===== config.mk =====
export PLATFORM = sky130hd
export DESIGN_NAME = fltpw_link_unit
export DESIGN_NICKNAME = d
export VERILOG_FILES = /design/src/rtl/fltpw_pkg.sv /design/src/rtl/fltpw_link_unit.sv
export SDC_FILE = /design/constraint.sdc
export NUM_CORES = 1
export LEC_CHECK = 0
export BUFFER_PORTS_ARGS = -buffer_cell sky130_fd_sc_hd__buf_2
export CAP_MARGIN = 25
export CORE_MARGIN = 2
export CORE_UTILIZATION = 38
export DETAILED_ROUTE_END_ITERATION = 12
export GPL_TIMING_DRIVEN = 0
export PLACE_DENSITY_LB_ADDON = 0.12
export RECOVER_POWER = 50
export SLEW_MARGIN = 25
export SYNTH_ARGS = -nofsm -noshare
export SYNTH_HDL_FRONTEND = slang
export SYNTH_SLANG_ARGS = --single-unit

===== constraint.sdc =====
create_clock -name vclk -period 5.6
set_input_delay 1.12 -clock vclk [all_inputs]
set_output_delay 1.12 -clock vclk [all_outputs]
set_load 0.005 [all_outputs]

===== src/rtl/fltpw_pkg.sv =====
// ----------------------------------------------------------------------------
// fltpw_pkg: shared types and constants of the four-level page table walker
// field widths, status and command codes, entry flag bits
// ----------------------------------------------------------------------------
package fltpw_pkg;

	localparam int TABLE_FRAMES_DEF = 64;

	localparam int VA_W     = 48;
	localparam int PA_W     = 52;
	localparam int FLAGS_W  = 12;
	localparam int ENTRY_W  = 52;
	localparam int FRAME_W  = 40;
	localparam int IDX_W    = 9;
	localparam int STATUS_W = 2;

	localparam int S_TDATA_W = 112;
	localparam int M_TDATA_W = 56;

	localparam logic CMD_TRANSLATE = 1'b0;
	localparam logic CMD_MAP       = 1'b1;

	localparam logic [STATUS_W-1:0] STATUS_OK        = 2'd0;
	localparam logic [STATUS_W-1:0] STATUS_UNMAPPED  = 2'd1;
	localparam logic [STATUS_W-1:0] STATUS_NO_FRAMES = 2'd2;

	// intermediate links are present and writable
	localparam logic [FLAGS_W-1:0] LINK_FLAGS = 12'h003;

	// result of checking one table entry as a link
	typedef struct packed {
		logic present;
		logic in_store;
	} link_chk_t;

endpackage


===== src/rtl/fltpw_link_unit.sv =====
// ----------------------------------------------------------------------------
// fltpw_link_unit: shared link check and link builder
// maps an entry's frame address to a store frame, forms new link entries
// ----------------------------------------------------------------------------
module fltpw_link_unit #(
	parameter int FW  = 6,
	parameter int NFW = 7
) (
	input  logic [fltpw_pkg::ENTRY_W-1:0] entry,
	input  logic [fltpw_pkg::FRAME_W-1:0] base_frame,
	input  logic [NFW-1:0]                next_free,
	output fltpw_pkg::link_chk_t          chk,
	output logic [FW-1:0]                 frame,
	output logic [fltpw_pkg::ENTRY_W-1:0] new_link
);
	import fltpw_pkg::*;

	logic [FRAME_W-1:0] diff;
	logic [FRAME_W-1:0] free_ext;
	logic [FRAME_W-1:0] fresh_phys;

	assign free_ext = FRAME_W'(next_free);

	// store-relative frame, wraps modulo 2^40
	assign diff = entry[ENTRY_W-1 -: FRAME_W] - base_frame;

	// next_free never exceeds the frame count, so one compare covers both bounds
	assign chk.present  = entry[0];
	assign chk.in_store = (diff < free_ext);
	assign frame        = diff[FW-1:0];

	assign fresh_phys = base_frame + free_ext;
	assign new_link   = {fresh_phys, LINK_FLAGS};

endmodule


==> results.sh, run 1 <==
export IMPL_outcome="complete, but fails checks"
export IMPL_violations="negative setup slack"
export IMPL_ff_latch_area_um2=0
export IMPL_finalCritPeriodShare_pct=105
export IMPL_yosys_warnings=0
export IMPL_buffer_ports_inserted=135
export IMPL_drt_initial_drc_count=300
export IMPL_type_of_element_launching_the_critical_path="primary input"
export IMPL_grt_pass1_vias=4467
export IMPL_dominant_cells_by_area_after_synthesis="sky130_fd_sc_hd__ha_1, sky130_fd_sc_hd__xnor2_1, sky130_fd_sc_hd__inv_1"
export IMPL_finish_instance_area_um2=5030
export IMPL_maximum_fanout_along_the_worst_path=2
export IMPL_vias_per_cell=5.39
export IMPL_n_clock_buffer=0
export IMPL_leakagePower_nw=2.54
export IMPL_timing_max_cap_violations=0
export IMPL_synth_cells_most_frequent="sky130_fd_sc_hd__inv_1, sky130_fd_sc_hd__ha_1, sky130_fd_sc_hd__nand2_1, sky130_fd_sc_hd__xnor2_1, sky130_fd_sc_hd__a21oi_1"
export IMPL_die_w_um=106
export IMPL_power_density_nw_per_um2=105
export IMPL_hold_viol_final=0
export IMPL_worst_slew_pin_transition_ns=0.732
export IMPL_fin_cells=889
export IMPL_dpl_cell_area_um2=4830
export IMPL_multi_input_comb_area_um2=3660
export IMPL_utilization_pct=49.4
export IMPL_grt_use_total_pct=22.5
export IMPL_std_cell_rows=37
export IMPL_route_vias_total=4796
export IMPL_placed_cell_count=881
export IMPL_die_height_um=106
export IMPL_cts_hold_buf=0
export IMPL_globalRouteOverflowTotal=0
export IMPL_synthDistinctLibCells=73
export IMPL_relSlewSlack_pct=50.0
export IMPL_synth_seq_area_share_pct=0
export IMPL_drive_above_1_share_pct=26.8
export IMPL_place_worst_setup_slack_ns=-0.693
export IMPL_syn2layout_area_growth_pct=27.5
export IMPL_dieArea_um2=11200
export IMPL_finalWeightedCongestion=0.871
export IMPL_syn_mean_instance_area_um2=6.57
export IMPL_synth_most_common_cell="sky130_fd_sc_hd__inv_1"
export IMPL_antenna_diode_count=0
export IMPL_worst_hold_path_num_cells=2
export IMPL_final_setup_viol_count=1
export IMPL_num_fill_cells=1087
export IMPL_total_power_mw=0.529
export IMPL_synth_top_area_share_pct=16.5
export IMPL_grt_antenna_before_repair=0
export IMPL_start_util_pct=38.7
export IMPL_timing_max_transition_violations_final=0
export IMPL_syn_cell_area_um2=3940
export IMPL_drt_pre_antenna_iters=5
export IMPL_grt_first_pass_wirelength_mm=21.2
export IMPL_power_ir_vdd_worst_uv=36.6
export IMPL_rsz0062_at_grt="yes"
export IMPL_finalWirelength_mm=12.9
export IMPL_seq_cell_count=0
export IMPL_drc=0
export IMPL_cp_arrival_ns=4.75
export IMPL_grt_start_max_net_pins=11
export IMPL_setup_slack_ns=-0.273
export IMPL_netlist_instances=600
export IMPL_final_net_count=908
export IMPL_wire_per_inst_um=14.5
export IMPL_worstHoldPathType="in2out"
export IMPL_ios=159
export IMPL_detail_route_antenna_nets=0
export IMPL_place_detailed_hpwl_mm=10.8
export IMPL_required_ns=4.48
export IMPL_yosysTopAreaCell="sky130_fd_sc_hd__ha_1"
export IMPL_timing_fmax_mhz=170
export IMPL_fin_crit_ns=5.87
export IMPL_category_of_the_worst_setup_path_capture_point="primary output"
export IMPL_critPathKind="in2out"
export IMPL_fp_coreArea_um2=10200
## final timing paths
kind / start / end
hold / removal: entry[0] / chk[1]
setup / recovery: base_frame[0] / chk[0]
## metrics by stage
stage / TNS, ns / hold WS, ns
final: -0.273 / 2.43
after global routing: -0.558 / 2.45
after CTS: -0.307 / 2.41
after detailed placement: -0.693 / 2.41
after global placement: -0.725 / 2.41
after floorplan: 0 / 2.30
## worst max-delay path, cell delays in order
cell                        delay, ns
sky130_fd_sc_hd__buf_8           0.10
sky130_fd_sc_hd__ha_4            0.15
sky130_fd_sc_hd__fa_2            0.34
sky130_fd_sc_hd__nand2b_4        0.17
sky130_fd_sc_hd__nand2b_4        0.08
sky130_fd_sc_hd__a21oi_4         0.05
sky130_fd_sc_hd__xnor2_2         0.18
sky130_fd_sc_hd__ha_1            0.29
sky130_fd_sc_hd__a21oi_2         0.16
sky130_fd_sc_hd__o221ai_2        0.12
sky130_fd_sc_hd__nor4b_2         0.28
sky130_fd_sc_hd__o221ai_1        0.14
sky130_fd_sc_hd__a311oi_1        0.23
sky130_fd_sc_hd__o2111ai_1       0.21
sky130_fd_sc_hd__nor4b_2         0.28
sky130_fd_sc_hd__and4_1          0.25
sky130_fd_sc_hd__nand4_1         0.15
sky130_fd_sc_hd__nor4b_2         0.29
sky130_fd_sc_hd__buf_2           0.15
## cell usage in the layout, fill, tap and decap left out, types with 4 or more instances in the layout
master	netlist	layout
sky130_fd_sc_hd__a21oi_1	47	44
sky130_fd_sc_hd__and3_1	9	9
sky130_fd_sc_hd__clkbuf_1	15	15
sky130_fd_sc_hd__and4_1	5	5
sky130_fd_sc_hd__inv_1	68	66
sky130_fd_sc_hd__nand2b_1	6	4
sky130_fd_sc_hd__nand2_1	50	49
sky130_fd_sc_hd__nand3_1	26	26
sky130_fd_sc_hd__ha_1	52	49
sky130_fd_sc_hd__nor4_1	8	8
sky130_fd_sc_hd__o21ai_0	19	19
sky130_fd_sc_hd__nand4_1	11	11
sky130_fd_sc_hd__o211ai_1	4	4
sky130_fd_sc_hd__a21o_1	23	23
sky130_fd_sc_hd__conb_1	2	12
sky130_fd_sc_hd__xor2_1	8	8
sky130_fd_sc_hd__o21bai_1	6	6
sky130_fd_sc_hd__buf_2	4	136
sky130_fd_sc_hd__nor3_1	20	20
sky130_fd_sc_hd__buf_4	13	20
sky130_fd_sc_hd__nor2b_1	6	5
sky130_fd_sc_hd__nor2_1	46	45
sky130_fd_sc_hd__or3_1	6	6
sky130_fd_sc_hd__o21ai_1	7	7
sky130_fd_sc_hd__xnor2_1	48	47
sky130_fd_sc_hd__a311oi_1	4	4
sky130_fd_sc_hd__o21a_1	8	8
sky130_fd_sc_hd__a31oi_1	4	4
## cells by family after synthesis
kind of cell               Yosys count  synth area share [%]
and+or+nand+nor                    214                  27.7
AOI/OAI and AO/OA                  172                  30.8
buffers and inverters              101                  11.2
adders and majority gates           54                  17.5
other                                2                 0.190
muxes                                1                 0.254
xor gates and xnor gates            56                  12.4
## area by class of cell
| cell class | instances | share of cell area (%) |
|---|---|---|
| Tap cell | 136 | 3.38 |
| Buffer | 33 | 3.68 |
| Multi-Input combinational cell | 509 | 72.8 |
| Timing Repair Buffer | 143 | 15.0 |
| Inverter | 68 | 5.13 |
## repair_timing
| action | CTS | global route |
|---|---|---|
| setup endpoints to repair | 1 | 2 |
| gates resized for setup | 18 | 13 |
| hold endpoints to repair | 0 | 0 |
| pin swaps | 16 | 19 |
| setup buffers | 3 | 5 |
## layer usage
| metal | GRT usage (%) | part of all wire, % | routed length (um) | vias up |
|---|---|---|---|---|
| met5 | 0 | 0 | 0 | - |
| met4 | 1.50 | 0.57 | 74 | 0 |
| met3 | 0.866 | 5.9 | 765 | 10 |
| met2 | 40.2 | 48 | 6180 | 165 |
| met1 | 31.2 | 46 | 5910 | 2175 |
| li1 | - | - | - | 2446 |
## where the power goes
part           internal (mW)  switching, mW  total [mW]
combinational          0.231          0.298       0.529
sequential                 0              0           0
clock                      0              0           0
(Power assumes the default switching activity.)
==> run 2, diff against run 1 <==
--- a/config.mk
+++ b/config.mk
@@ -7,6 +7,7 @@
 export LEC_CHECK = 0
 export BUFFER_PORTS_ARGS = -buffer_cell sky130_fd_sc_hd__buf_2
 export CAP_MARGIN = 25
+export CORE_ASPECT_RATIO = 0.75
 export CORE_MARGIN = 2
 export CORE_UTILIZATION = 38
 export DETAILED_ROUTE_END_ITERATION = 12
==> constraint.sdc (replaced) <==
create_clock -name vclk -period 5.6
set_input_delay 0 -clock vclk [all_inputs]
set_output_delay 0 -clock vclk [all_outputs]
set_load 0.005 [all_outputs]
==> run 2 against run 1 <==
  * The flow now finishes without violations
  * Total power decreased by 6.4%
  * Routed wire length shrank 3.9%
  * Sequential share of layout area did not move
  * Design area fell by 4.2%
  * Critical path depth rose by 1
  * Global-route usage shrank 1.4 points
  * Cell count down 0.90%
  * Maximum frequency up 39%
  * Flip-flop and latch count stayed put
  * Count of clock-buffer cells in the layout unchanged
  * Highest routed layer unchanged
==> results.sh, run 2 (synthesis results as in run 1) <==
export IMPL_grt_first_pass_wirelength_mm=19.8
export IMPL_maximum_fanout_along_the_worst_path=4
export IMPL_buffer_ports_inserted=135
export IMPL_mostFrequentLayoutCells="sky130_fd_sc_hd__buf_2, sky130_fd_sc_hd__inv_1, sky130_fd_sc_hd__ha_1, sky130_fd_sc_hd__nand2_1, sky130_fd_sc_hd__xnor2_1"
export IMPL_power_switching_mw=0.286
export IMPL_start_util_pct=38.6
export IMPL_worst_slew_pin_transition_ns=0.841
export IMPL_setup_total_negative_slack_ns=0
export IMPL_drc=0
export IMPL_timing_fmax_mhz=237
export IMPL_seqPwrFrac_pct=0
export IMPL_power_ir_vdd_worst_uv=38.6
export IMPL_globalRouteOverflowTotal=0
export IMPL_fin_crit_ns=4.22
export IMPL_dpl_cell_area_um2=4830
export IMPL_die_w_um=122
export IMPL_drt_initial_drc_count=338
export IMPL_route_vias_total=4678
export IMPL_share_comb_of_total_power_pct=100.0
export IMPL_worst_hold_path_num_cells=2
export IMPL_power_density_nw_per_um2=103
export IMPL_cp_arrival_ns=4.22
export IMPL_n_clock_buffer=0
export IMPL_grt_antenna_before_repair=0
export IMPL_detail_route_antenna_nets=0
export IMPL_cts_hold_buf=0
export IMPL_p_int_mw=0.210
export IMPL_drive_above_1_share_pct=22.0
export IMPL_grt_pass1_vias=4205
export IMPL_netSwitchingFraction_pct=57.7
export IMPL_min_to="chk[1]"
export IMPL_most_common_library_cell_in_the_layout_ignoring_fill_and_taps="sky130_fd_sc_hd__buf_2"
export IMPL_clkPwrFrac_pct=0
export IMPL_drt_pre_antenna_iters=5
export IMPL_wire_per_inst_um=14.1
export IMPL_timing_max_transition_violations_final=0
export IMPL_grt_use_total_pct=21.1
export IMPL_std_cell_rows=32
export IMPL_grt_start_max_net_pins=11
export IMPL_critPathKind="in2out"
export IMPL_required_ns=5.60
export IMPL_finish_instance_area_um2=4810
export IMPL_type_of_element_launching_the_critical_path="primary input"
export IMPL_die_height_um=92.2
export IMPL_postCtsSetupBuffers=0
export IMPL_leakagePower_nw=2.44
export IMPL_ios=159
export IMPL_antenna_diode_count=0
export IMPL_rsz0062_at_grt="no"
export IMPL_timing_max_cap_violations=0
export IMPL_seq_cell_count=0
export IMPL_place_detailed_hpwl_mm=10.8
export IMPL_fp_coreArea_um2=10200
export IMPL_cts_repair_resize_count=0
export IMPL_outcome="finished clean"
export IMPL_dieArea_um2=11200
export IMPL_final_net_count=900
export IMPL_final_setup_viol_count=0
export IMPL_ff_latch_area_um2=0
export IMPL_category_of_the_worst_setup_path_capture_point="primary output"
export IMPL_relSlewSlack_pct=42.5
export IMPL_finalCritPeriodShare_pct=75.3
export IMPL_worst_setup_path_startpoint="entry[12]"
export IMPL_total_power_mw=0.495
export IMPL_syn2layout_area_growth_pct=22.1
export IMPL_hp_start="entry[0]"
export IMPL_finalWeightedCongestion=0.868
export IMPL_finalWirelength_mm=12.4
export IMPL_vias_per_cell=5.31
export IMPL_hold_viol_final=0
export IMPL_worstHoldPathType="in2out"
-- run 2: cell count changes in the layout (fill, tap and decap cells not counted), moves of 3 or more --
cell                       previous run  this run
sky130_fd_sc_hd__buf_2              136       124
sky130_fd_sc_hd__clkbuf_2             0         6
sky130_fd_sc_hd__buf_4               20        12
sky130_fd_sc_hd__a21oi_4              3         0
sky130_fd_sc_hd__ha_1                49        52
sky130_fd_sc_hd__a21oi_1             44        47
sky130_fd_sc_hd__clkbuf_1            15        24
-- run 2: area by class of cell --
class	count	area [um^2]
buffer	33	185
timing repair buffer	135	664
tap	136	170
multi-input combinational	509	3540
fill	1144	5400
inverter	68	255
-- run 2: power groups by stage --
stage | clock [mW] | sequential (mW) | combinational [mW]
3_5_place_dp | 0 | 0 | 0.493
6_report | 0 | 0 | 0.495
4_1_cts | 0 | 0 | 0.496
2_1_floorplan | 0 | 0 | 0.342
3_3_place_gp | 0 | 0 | 0.489
5_1_grt | 0 | 0 | 0.552
-- run 2: critical path: stages --
cell and delay [ns]:
sky130_fd_sc_hd__buf_2 0.08, sky130_fd_sc_hd__inv_1 0.03, sky130_fd_sc_hd__ha_1 0.22, sky130_fd_sc_hd__fa_1 0.40, sky130_fd_sc_hd__nand2b_1 0.19, sky130_fd_sc_hd__a21oi_1 0.34
sky130_fd_sc_hd__nor2_1 0.13, sky130_fd_sc_hd__xnor2_1 0.14, sky130_fd_sc_hd__ha_1 0.31, sky130_fd_sc_hd__nand2_1 0.08, sky130_fd_sc_hd__o221ai_1 0.13, sky130_fd_sc_hd__nor4b_1 0.33
sky130_fd_sc_hd__o221ai_1 0.16, sky130_fd_sc_hd__a311oi_1 0.24, sky130_fd_sc_hd__o2111ai_1 0.19, sky130_fd_sc_hd__nor4b_1 0.37, sky130_fd_sc_hd__and4_1 0.29, sky130_fd_sc_hd__nand4_1 0.14
sky130_fd_sc_hd__nor4b_2 0.30, sky130_fd_sc_hd__buf_2 0.15
-- run 2: worst max path at each step --
stage / end / slack (ns) / cells past startpoint
2_1_floorplan: chk[0] / 2.31 / 17
5_1_grt: chk[0] / 1.08 / 19
4_1_cts: chk[0] / 1.44 / 20
3_3_place_gp: chk[0] / 1.49 / 19
6_report: chk[0] / 1.38 / 20
3_5_place_dp: chk[0] / 1.45 / 20
-- run 2: through the flow --
step	hold slack [ns]	setup WS [ns]	utilization, %	std cells
floorplan	0.0554	2.31	-	610
global placement	0.167	1.49	47.3	881
detailed placement	0.171	1.45	47.3	881
CTS	0.171	1.44	47.3	881
global route	0.199	1.08	47.2	881
finish	0.191	1.38	47.2	881
-- run 2: metal layers --
| metal | wire (um) | share of wire [%] | up-vias | GRT usage (%) |
|---|---|---|---|---|
| met4 | 47 | 0.38 | 0 | 0.958 |
| met5 | 0 | 0 | - | 0 |
| li1 | - | - | 2438 | - |
| met2 | 5150 | 41 | 146 | 33.1 |
| met3 | 737 | 5.9 | 4 | 0.560 |
| met1 | 6490 | 52 | 2090 | 33.1 |
==> run 3, diff against run 2 <==
==> constraint.sdc (replaced) <==
create_clock -name vclk -period 4.09
set_input_delay 0 -clock vclk [all_inputs]
set_output_delay 0 -clock vclk [all_outputs]
set_load 0.005 [all_outputs]
==> run 3 against run 2 <==
  * Setup slack worse by 1.1 ns
  * Cell count grew 0.23%
  * Critical path type unchanged
  * Sequential share of layout area stayed put
  * Non-clock buffer count is 2 higher
  * Combinational power up 40%
  * Global-route usage unchanged
  * Flip-flop and latch count unchanged
  * Design area grew 1.3%
==> results.sh, run 3 (synthesis results as in run 1) <==
export IMPL_drt_pre_antenna_iters=5
export IMPL_num_fill_cells=1132
export IMPL_grt_use_total_pct=21.1
export IMPL_antenna_diode_count=0
export IMPL_relSlewSlack_pct=41.4
export IMPL_globalRouteOverflowTotal=0
export IMPL_finalWeightedCongestion=0.868
export IMPL_ios=159
export IMPL_worstPathCellList="buf_2 > inv_1 > ha_1 > fa_1 > nand2b_4 > nand2b_1 > a21oi_1 > xnor2_1 > ha_1 > a21oi_1 > o221ai_1 > nor4b_2 > o221ai_1 > a311oi_1 > o2111ai_1 > nor4b_2 > and4_1 > nand4_1 > nor4b_2 > buf_2"
export IMPL_worstHoldPathType="in2out"
export IMPL_grt_pass1_vias=4205
export IMPL_seq_cell_count=0
export IMPL_die_height_um=92.2
export IMPL_start_util_pct=38.6
export IMPL_finish_instance_area_um2=4880
export IMPL_ff_latch_area_um2=0
export IMPL_mostFrequentLayoutCells="sky130_fd_sc_hd__buf_2, sky130_fd_sc_hd__inv_1, sky130_fd_sc_hd__ha_1, sky130_fd_sc_hd__nand2_1, sky130_fd_sc_hd__xnor2_1"
export IMPL_timing_fmax_mhz=260
export IMPL_std_cell_rows=32
export IMPL_type_of_element_launching_the_critical_path="primary input"
export IMPL_dpl_cell_area_um2=4830
export IMPL_slowest_delay_ns=0.41
export IMPL_power_ir_vdd_worst_uv=52.5
export IMPL_final_net_count=902
export IMPL_setup_total_negative_slack_ns=0
export IMPL_slowest_stage="sky130_fd_sc_hd__fa_1"
export IMPL_required_ns=4.09
export IMPL_worst_hold_path_num_cells=2
export IMPL_fp_coreArea_um2=10200
export IMPL_grt_antenna_before_repair=0
export IMPL_category_of_the_worst_setup_path_capture_point="primary output"
export IMPL_buffer_ports_inserted=135
export IMPL_worst_path_buf_inv=3
export IMPL_drive_above_1_share_pct=23.3
export IMPL_timing_max_transition_violations_final=0
export IMPL_place_detailed_hpwl_mm=10.8
export IMPL_critical_path_depth=20
export IMPL_fin_crit_ns=3.84
export IMPL_finalWirelength_mm=12.5
export IMPL_drc=0
export IMPL_dieArea_um2=11200
export IMPL_finalCritPeriodShare_pct=93.9
export IMPL_final_setup_viol_count=0
export IMPL_outcome="finished clean"
export IMPL_grt_start_max_net_pins=11
export IMPL_cell_repeated_most_along_the_worst_path="sky130_fd_sc_hd__nor4b_2"
export IMPL_cp_arrival_ns=3.84
export IMPL_grt_first_pass_wirelength_mm=19.8
export IMPL_vias_per_cell=5.33
export IMPL_detail_route_antenna_nets=0
export IMPL_drt_initial_drc_count=344
export IMPL_leakagePower_nw=2.47
export IMPL_worst_slew_pin_transition_ns=0.856
export IMPL_syn2layout_area_growth_pct=23.7
export IMPL_timing_max_cap_violations=0
export IMPL_critPathKind="in2out"
export IMPL_power_density_nw_per_um2=142
export IMPL_maximum_fanout_along_the_worst_path=2
export IMPL_wire_per_inst_um=14.2
export IMPL_largest_delay_contributor_family_on_the_critical_path="simple AND/OR/NAND/NOR gates"
export IMPL_n_clock_buffer=0
export IMPL_die_w_um=122
export IMPL_route_vias_total=4705
export IMPL_most_common_library_cell_in_the_layout_ignoring_fill_and_taps="sky130_fd_sc_hd__buf_2"
export IMPL_hold_viol_final=0
[run 3: cell types whose count changed in the layout (fill, tap and decap cells not counted)]
cell / before / now
sky130_fd_sc_hd__a221oi_1: 3 / 2
sky130_fd_sc_hd__a21oi_4: 0 / 1
sky130_fd_sc_hd__clkbuf_1: 24 / 22
sky130_fd_sc_hd__a221oi_2: 0 / 1
sky130_fd_sc_hd__o2111ai_1: 4 / 3
sky130_fd_sc_hd__o2111ai_2: 0 / 1
sky130_fd_sc_hd__buf_2: 124 / 126
sky130_fd_sc_hd__buf_4: 12 / 14
sky130_fd_sc_hd__a21oi_1: 47 / 46
sky130_fd_sc_hd__nand2b_4: 0 / 1
sky130_fd_sc_hd__nor4b_2: 1 / 3
sky130_fd_sc_hd__nor4b_1: 3 / 1
sky130_fd_sc_hd__nand2b_1: 6 / 5
[run 3: through the flow]
step	utilization (%)	instances	total power, mW	setup slack [ns]	hold slack [ns]
after detailed placement	47.3	881	0.674	-0.0631	0.171
after CTS	47.3	881	0.680	0.0340	0.171
after global routing	47.8	883	0.773	-0.00321	0.199
final	47.8	883	0.694	0.251	0.191
after floorplan	-	610	0.469	0.799	0.0554
after global placement	47.3	881	0.669	-0.0237	0.167
[run 3: report_power, final]
part / internal, mW / leakage [nW] / switching [mW]
clock network: 0 / 0 / 0
logic: 0.296 / 2.47 / 0.398
registers: 0 / 0 / 0
total: 0.296 / 2.47 / 0.398
[run 3: final cells by class]
cell class	count	area [um^2]	area share (%)
well taps	136	170	3.49
multi-input cells	509	3580	73.5
repair buffers	137	682	14.0
plain buffers	33	185	3.80
inverters	68	255	5.23
[run 3: routing by layer]
metal | vias to the layer above | global-route usage [%] | routed length, um
li1 | 2438 | - | -
met1 | 2123 | 33.1 | 6580
met2 | 140 | 33.1 | 5220
met3 | 4 | 0.560 | 674
met4 | 0 | 0.958 | 47
met5 | - | 0 | 0
[run 3: final timing paths]
| path | start | to |
|---|---|---|
| worst min-delay path | entry[0] | chk[1] |
| worst max-delay path | entry[12] | chk[0] |
[run 3: repair_timing]
action,in CTS,in global routing
setup buffers,0,2
setup endpoints to repair,1,1
hold buffers,0,0
pin swaps,0,8
resized for setup,1,6
gates cloned,0,0
